<file path="src/hw/rtl/vpd_pkg.sv">
// Shared types and constants for the VP8 payload descriptor parser.
package vpd_pkg;

	// Bit positions within the descriptor bytes
	localparam int unsigned FlagBit    = 7;  // X on the first byte, I on extension, M on ID
	localparam int unsigned StartBit   = 4;
	localparam int unsigned NonRefBit  = 5;

	localparam int unsigned ByteW      = 8;
	localparam int unsigned PartW      = 3;
	localparam int unsigned BaseW      = 5;
	localparam int unsigned FlagsW     = 2;
	localparam int unsigned PicIdW     = 15;
	localparam int unsigned PicIdLoW   = 7;

	typedef struct packed {
		logic              is_bitstream;
		logic [ByteW-1:0]  stream_byte;
		logic              end_of_payload;
		logic              desc_ok;
		logic [PartW-1:0]  part_idx;
		logic              part_start;
		logic              non_ref;
		logic              pic_id_present;
		logic              pic_id_wide;
		logic [PicIdW-1:0] pic_id;
	} result_t;

endpackage

</file>
<file path="src/hw/rtl/vp8_payload_descriptor_parser_unit.sv">
// Top level of the VP8 RTP payload descriptor parser.
//
// Input channel (in_valid/in_ready): one payload byte per request, with
// final_byte set on the last byte of the payload. Output channel
// (out_valid/out_ready): exactly one result per input byte, in order,
// carrying the byte, its bitstream flag and, on the last byte, the
// decoded descriptor with desc_ok.
//
// The input register takes the byte when it is accepted, and the result
// register then takes the phase decode of that byte and raises out_valid.
// Throughput is one byte per cycle while the receiver does not stall.
//
// Reset clears both stages and returns the parser to expecting the first
// byte of a payload; the last byte of every payload also returns it there.
// When the receiver stalls, the result register holds and the input
// register can still take one more byte; in_ready falls only when both
// are full.
module vp8_payload_descriptor_parser_unit (
	input  logic                       clk,
	input  logic                       arst_n,
	input  logic                       in_valid,
	output logic                       in_ready,
	input  logic [vpd_pkg::ByteW-1:0]  data_byte,
	input  logic                       final_byte,
	output logic                       out_valid,
	input  logic                       out_ready,
	output logic                       is_bitstream,
	output logic [vpd_pkg::ByteW-1:0]  stream_byte,
	output logic                       end_of_payload,
	output logic                       desc_ok,
	output logic [vpd_pkg::PartW-1:0]  part_idx,
	output logic                       part_start,
	output logic                       non_ref,
	output logic                       pic_id_present,
	output logic                       pic_id_wide,
	output logic [vpd_pkg::PicIdW-1:0] pic_id
);
	import vpd_pkg::*;

	logic             valid_s1, final_s1, ready_s2;
	logic [ByteW-1:0] data_s1;
	result_t          res, res_s2;

	vpd_input_stage u_input (
		.clk        (clk),
		.arst_n     (arst_n),
		.in_valid   (in_valid),
		.in_ready   (in_ready),
		.data_byte  (data_byte),
		.final_byte (final_byte),
		.ready_s2   (ready_s2),
		.valid_s1   (valid_s1),
		.data_s1    (data_s1),
		.final_s1   (final_s1)
	);

	vpd_parse_core u_core (
		.clk      (clk),
		.arst_n   (arst_n),
		.advance  (valid_s1 && ready_s2),
		.data_s1  (data_s1),
		.final_s1 (final_s1),
		.res      (res)
	);

	vpd_result_stage u_result (
		.clk       (clk),
		.arst_n    (arst_n),
		.valid_s1  (valid_s1),
		.res       (res),
		.ready_s2  (ready_s2),
		.out_valid (out_valid),
		.out_ready (out_ready),
		.res_s2    (res_s2)
	);

	assign is_bitstream   = res_s2.is_bitstream;
	assign stream_byte    = res_s2.stream_byte;
	assign end_of_payload = res_s2.end_of_payload;
	assign desc_ok        = res_s2.desc_ok;
	assign part_idx       = res_s2.part_idx;
	assign part_start     = res_s2.part_start;
	assign non_ref        = res_s2.non_ref;
	assign pic_id_present = res_s2.pic_id_present;
	assign pic_id_wide    = res_s2.pic_id_wide;
	assign pic_id         = res_s2.pic_id;

endmodule

</file>
<file path="src/hw/rtl/vpd_input_stage.sv">
// Input register stage: captures one payload byte request per cycle while in_ready is high.
module vpd_input_stage (
	input  logic                      clk,
	input  logic                      arst_n,
	input  logic                      in_valid,
	output logic                      in_ready,
	input  logic [vpd_pkg::ByteW-1:0] data_byte,
	input  logic                      final_byte,
	input  logic                      ready_s2,
	output logic                      valid_s1,
	output logic [vpd_pkg::ByteW-1:0] data_s1,
	output logic                      final_s1
);
	import vpd_pkg::*;

	assign in_ready = !valid_s1 || ready_s2;

	always_ff @(posedge clk or negedge arst_n) begin
		if (!arst_n) begin
			valid_s1 <= 1'b0;
		end else if (in_ready) begin
			valid_s1 <= in_valid;
		end
	end

	always_ff @(posedge clk) begin
		if (in_ready && in_valid) begin
			data_s1  <= data_byte;
			final_s1 <= final_byte;
		end
	end

endmodule

</file>
<file path="src/hw/rtl/vpd_parse_core.sv">
// Descriptor phase tracking and per-byte result decode.
module vpd_parse_core (
	input  logic                      clk,
	input  logic                      arst_n,
	input  logic                      advance,
	input  logic [vpd_pkg::ByteW-1:0] data_s1,
	input  logic                      final_s1,
	output vpd_pkg::result_t          res
);
	import vpd_pkg::*;

	typedef enum logic [2:0] {
		PH_FIRST = 3'd0,
		PH_EXT   = 3'd1,
		PH_PIC   = 3'd2,
		PH_PICLO = 3'd3,
		PH_BODY  = 3'd4
	} phase_t;

	phase_t              phase_q, phase_n;
	logic [BaseW-1:0]    base_q, base_n;
	logic [FlagsW-1:0]   flags_q, flags_n;
	logic [PicIdW-1:0]   pid_q, pid_n;
	logic                ok, is_bs;

	always_comb begin
		base_n  = base_q;
		flags_n = flags_q;
		pid_n   = pid_q;
		phase_n = PH_BODY;
		ok      = 1'b0;
		is_bs   = 1'b0;
		case (phase_q)
			PH_FIRST: begin
				base_n  = {data_s1[NonRefBit], data_s1[StartBit], data_s1[PartW-1:0]};
				flags_n = '0;
				pid_n   = '0;
				if (data_s1[FlagBit]) begin
					phase_n = PH_EXT;
				end else begin
					ok = 1'b1;
				end
			end
			PH_EXT: begin
				if (data_s1[FlagBit]) begin
					flags_n[0] = 1'b1;
					phase_n    = PH_PIC;
				end else begin
					ok = 1'b1;
				end
			end
			PH_PIC: begin
				if (data_s1[FlagBit]) begin
					pid_n   = {data_s1[PicIdLoW-1:0], {ByteW{1'b0}}};
					phase_n = PH_PICLO;
				end else begin
					pid_n = {{(PicIdW-PicIdLoW){1'b0}}, data_s1[PicIdLoW-1:0]};
					ok    = 1'b1;
				end
			end
			PH_PICLO: begin
				pid_n = pid_q | {{(PicIdW-ByteW){1'b0}}, data_s1};
				// a wide ID ending the payload counts as truncated
				if (!final_s1) begin
					flags_n[1] = 1'b1;
				end
			end
			default: begin
				is_bs = 1'b1;
				ok    = 1'b1;
			end
		endcase
	end

	always_comb begin
		res                = '0;
		res.is_bitstream   = is_bs;
		res.stream_byte    = data_s1;
		res.end_of_payload = final_s1;
		if (final_s1) begin
			res.desc_ok        = ok;
			res.part_idx       = base_n[PartW-1:0];
			res.part_start     = base_n[PartW];
			res.non_ref        = base_n[PartW+1];
			res.pic_id_present = flags_n[0];
			res.pic_id_wide    = ok & flags_n[1];
			res.pic_id         = ok ? pid_n : '0;
		end
	end

	always_ff @(posedge clk or negedge arst_n) begin
		if (!arst_n) begin
			phase_q <= PH_FIRST;
			base_q  <= '0;
			flags_q <= '0;
			pid_q   <= '0;
		end else if (advance) begin
			if (final_s1) begin
				// drop all descriptor state for the next payload
				phase_q <= PH_FIRST;
				base_q  <= '0;
				flags_q <= '0;
				pid_q   <= '0;
			end else begin
				phase_q <= phase_n;
				base_q  <= base_n;
				flags_q <= flags_n;
				pid_q   <= pid_n;
			end
		end
	end

endmodule

</file>
<file path="src/hw/rtl/vpd_result_stage.sv">
// Result register stage: holds a finished result until the receiver takes it.
module vpd_result_stage (
	input  logic             clk,
	input  logic             arst_n,
	input  logic             valid_s1,
	input  vpd_pkg::result_t res,
	output logic             ready_s2,
	output logic             out_valid,
	input  logic             out_ready,
	output vpd_pkg::result_t res_s2
);
	import vpd_pkg::*;

	assign ready_s2 = !out_valid || out_ready;

	always_ff @(posedge clk or negedge arst_n) begin
		if (!arst_n) begin
			out_valid <= 1'b0;
		end else if (ready_s2) begin
			out_valid <= valid_s1;
		end
	end

	always_ff @(posedge clk) begin
		if (ready_s2 && valid_s1) begin
			res_s2 <= res;
		end
	end

endmodule
</file>
<file path="config.mk">
export PLATFORM = sky130hd
export DESIGN_NAME = vp8_payload_descriptor_parser_unit
export DESIGN_NICKNAME = d
export VERILOG_FILES = /design/src/hw/rtl/vpd_pkg.sv /design/src/hw/rtl/vp8_payload_descriptor_parser_unit.sv /design/src/hw/rtl/vpd_input_stage.sv /design/src/hw/rtl/vpd_parse_core.sv /design/src/hw/rtl/vpd_result_stage.sv
export SDC_FILE = /design/constraint.sdc
export NUM_CORES = 1
export LEC_CHECK = 0
export BUFFER_PORTS_ARGS = -buffer_cell sky130_fd_sc_hd__clkbuf_2
export CORE_MARGIN = 4
export CORE_UTILIZATION = 55
export DETAILED_ROUTE_END_ITERATION = 6
export HOLD_SLACK_MARGIN = 0.03
export PLACE_DENSITY = 0.89
export SYNTH_ARGS = -nofsm -noshare
export SYNTH_HDL_FRONTEND = slang
export SYNTH_SLANG_ARGS = --single-unit
</file>
<file path="constraint.sdc">
create_clock -name clk -period 2.7 [get_ports clk]
set_input_delay 0.27 -clock clk [delete_from_list [all_inputs] [get_ports clk]]
set_output_delay 0.27 -clock clk [all_outputs]
set_load 0.005 [all_outputs]
</file>
==> results by group <==
STA
  – Final Hold Fails: 0
  – RSZ-0062 raised after global routing: false
  – Final worst setup slack: 0.636 ns
  – Min Tclk post-route: around 2.1 ns
  – Final setup TNS: 0 ns
  – Slew @ Worst Pin: between 0.7 and 0.8 ns
  – Final setup fails: 0
  – Max-slew headroom: approximately 53%
  – Max Slew Vio Count: 0
  – FMAX: slightly below 0.5 GHz
  – Setup Skew: roughly 0.0037 ns
  – Fin crit share: between 70% and 80%

Worst hold path
  – Path category of the worst min-delay check: in2reg
  – Min-delay src: data_byte[2]
  – Hold Path Depth: 1

Floorplanning
  – Initial core utilization: 57.5%
  – Die area: ~6600 um^2
  – CORE AREA: 5170 um^2
  – Rows: 26
  – Die Y: ~82 um
  – Die width: around 82 um
  – I/O pin cnt: 48

Worst setup path
  – CP startpoint: u_core.phase_q[1]$_DFFE_PN0P_
  – Crit path to: u_result.res_s2[4]$_SDFFCE_PN0P_
  – Worst reg2reg setup slack: roughly 0.64 ns
  – Depth of the most critical reg-to-reg path: 4
  – Worst R2R Start: u_core.phase_q[1]$_DFFE_PN0P_
  – Arr. time, crit path: approximately 2.2 ns
  – CP Data Required Time: between 2 and 3 ns
  – Reg2reg end: u_result.res_s2[4]$_SDFFCE_PN0P_
  – Crit-path max FO: 26
  – Crit Path Class: reg2reg
  – Setup crit end kind: flop
  – Critical Path Start Type: flop

Logic synthesis
  – Synth Flop Type: edfxtp_1
  – Synthesized Nets: roughly 250
  – Ys async rst share: between 30 and 40%
  – Mean Syn Cell Area: 12.6 um^2
  – Yosys warning total: 0
  – Post-synth EDFFs: 42
  – Seq/Total Area, Yosys: between 60% and 70%
  – Flop and latch count out of synthesis: around 70
  – Netlist cell types: 40
  – Synthesized area: ~3000 um^2
  – Mapped Cells: around 240

Final layout
  – Layout Area Growth over Synthesis: 16.0%
  – Share of layout cells above drive strength 1: approximately 26%
  – Final instance area: about 3400 um^2
  – Most frequent cells in the layout: 47 x clkbuf_2, 42 x edfxtp_1, 27 x dfrtp_1
  – Diodes inserted: 0
  – Most common cell after layout, fill and taps aside: clkbuf_2
  – Non-filler cells, final: approximately 360
  – Final net count: between 200 and 300

Clocking
  – TritonCTS Sinks: 69
  – Num CTS Buffers: 9
  – Root Buffer: clkbuf_8
  – CTS tree: built
  – Resize count post-CTS: 0
  – Clock latency on the worst-skew pair: roughly 0.34 ns
  – Clock slew at reported path FFs: 0.07 ns
  – Htree depth: 3
  – Max Buffers Root-to-Sink: 2

Place
  – RePlAce Congestion: 0.833
  – Cells after DPL: between 300 and 400
  – Port Buf Inserts: 47
  – Detailed placement HPWL: between 4000 and 5000 um
  – Pre-CTS WS: approximately 0.68 ns
  – Placement Cell Area: 3260 um^2

Route
  – Starting DRT DRC Count: 235
  – DRT antenna net count: 0
  – DR WL/cell: 17.9 um
  – Iteration count of the initial detailed-routing pass: 5
  – Overall routed net length: about 6300 um
  – Routed vias: between 2000 and 2500
  – Via density per instance: between 6 and 7
  – DRC viols: 0

Pwr
  – Max VDD drop: about 0.33 mV
  – Power, Total: ~2.4 mW
  – Leakage Power: 1.44 nW
  – Power per Cell Area: a little under 700 nW/um^2

GRT
  – Initial antenna violation count: 0
  – Total track usage: 21.2%
  – Vias in the first global route: 2144
  – Largest net degree at the start of global routing: 28
  – First-pass GRT wire length: 10400 um
  – Total grt overflow: 0

Run
  – # Max-Cap Violations: 0

Status
  – Status: complete, no violations
-- metal layers --
metal,up-vias,wire (um),global-route usage [%]
li1,990,-,-
met1,1045,2420,25.2
met2,99,3230,34.8
met3,23,450,4.17
met4,0,244,14.2
met5,-,0,0
-- cells by family (layout without fill, tap and decap cells) --
group                  Yosys count  count (layout)  synth area share, %
and+or+nand+nor                 73              73                 13.9
buffers and inverters           24              73                 3.45
DFF                             69              69                 65.2
AOI/OAI and AO/OA               70              70                 17.5
-- area by class of cell --
type / instances / area (um^2)
Clock buffer: 10 / 138
Clock inverter: 6 / 38.8
Fill cell: 366 / 1730
Inverter: 3 / 11.3
Multi-Input combinational cell: 143 / 932
Sequential cell: 69 / 1940
Tap cell: 70 / 87.6
Timing Repair Buffer: 54 / 303
-- critical path, cell delays in order, from the launching register on --
cell and delay (ns):
dfrtp_1 0.79, a21oi_1 0.15, o21ai_1 0.54, buf_4 0.28, nor2_1 0.06
-- per-stage QoR --
stage          util [%]  hold slack, ns
3_5_place_dp       63.0           0.348
6_report           66.6          0.0946
2_1_floorplan         -         -0.0256
3_3_place_gp       63.0           0.329
5_1_grt            66.6          0.0808
4_1_cts            66.6          0.0856
-- synth_stat cells, types with 3 or more instances --
cell        n  area, um^2
o21ai_0     4        20.0
a41oi_1     6        52.6
inv_1       3        11.3
o2bb2ai_1  15         131
clkbuf_1   16        60.1
nand2_1    17        63.8
edfxtp_1   42        1260
nor2_1     17        63.8
buf_2       4        20.0
o211ai_1    5        37.5
and3b_1    14         123
o22ai_1     7        43.8
a21oi_1     9        45.0
dfrtp_1    27         676
a21boi_0    5        37.5
nor2b_1     3        18.8
nand2b_1    5        31.3
o21a_1      4        30.0
-- worst min path at each step --
stage	slack, ns	to
floorplan	-0.03	u_core.base_q[0]$_DFFE_PN0P_
global placement	0.33	u_core.base_q[1]$_DFFE_PN0P_
detailed placement	0.35	u_core.base_q[1]$_DFFE_PN0P_
CTS	0.09	u_input.data_s1[1]$_DFFE_PP_
global route	0.08	u_input.data_s1[2]$_DFFE_PP_
finish	0.09	u_input.data_s1[2]$_DFFE_PP_
-- repair_timing --
action,4_1_cts,5_1_grt
buffers inserted,0,0
setup endpoints to repair,0,0
hold endpoints to repair,27,0
hold buffers,1,0
-- state kept, by name, summed over array words and instances, names as in the netlist --
register	cells
u_core.pid_q	15
u_input.valid_s1	1
u_core.phase_q	3
u_core.base_q	5
u_result.out_valid	1
u_input.final_s1	1
u_input.data_s1	8
u_core.flags_q	2
u_result.res_s2	33
-- power by group --
group | switching, mW | internal (mW)
logic | 0.176 | 0.127
registers | 0.0897 | 1.22
clock network | 0.389 | 0.354
total | 0.654 | 1.70
No activity file was read; power rests on OpenSTA's default activity.
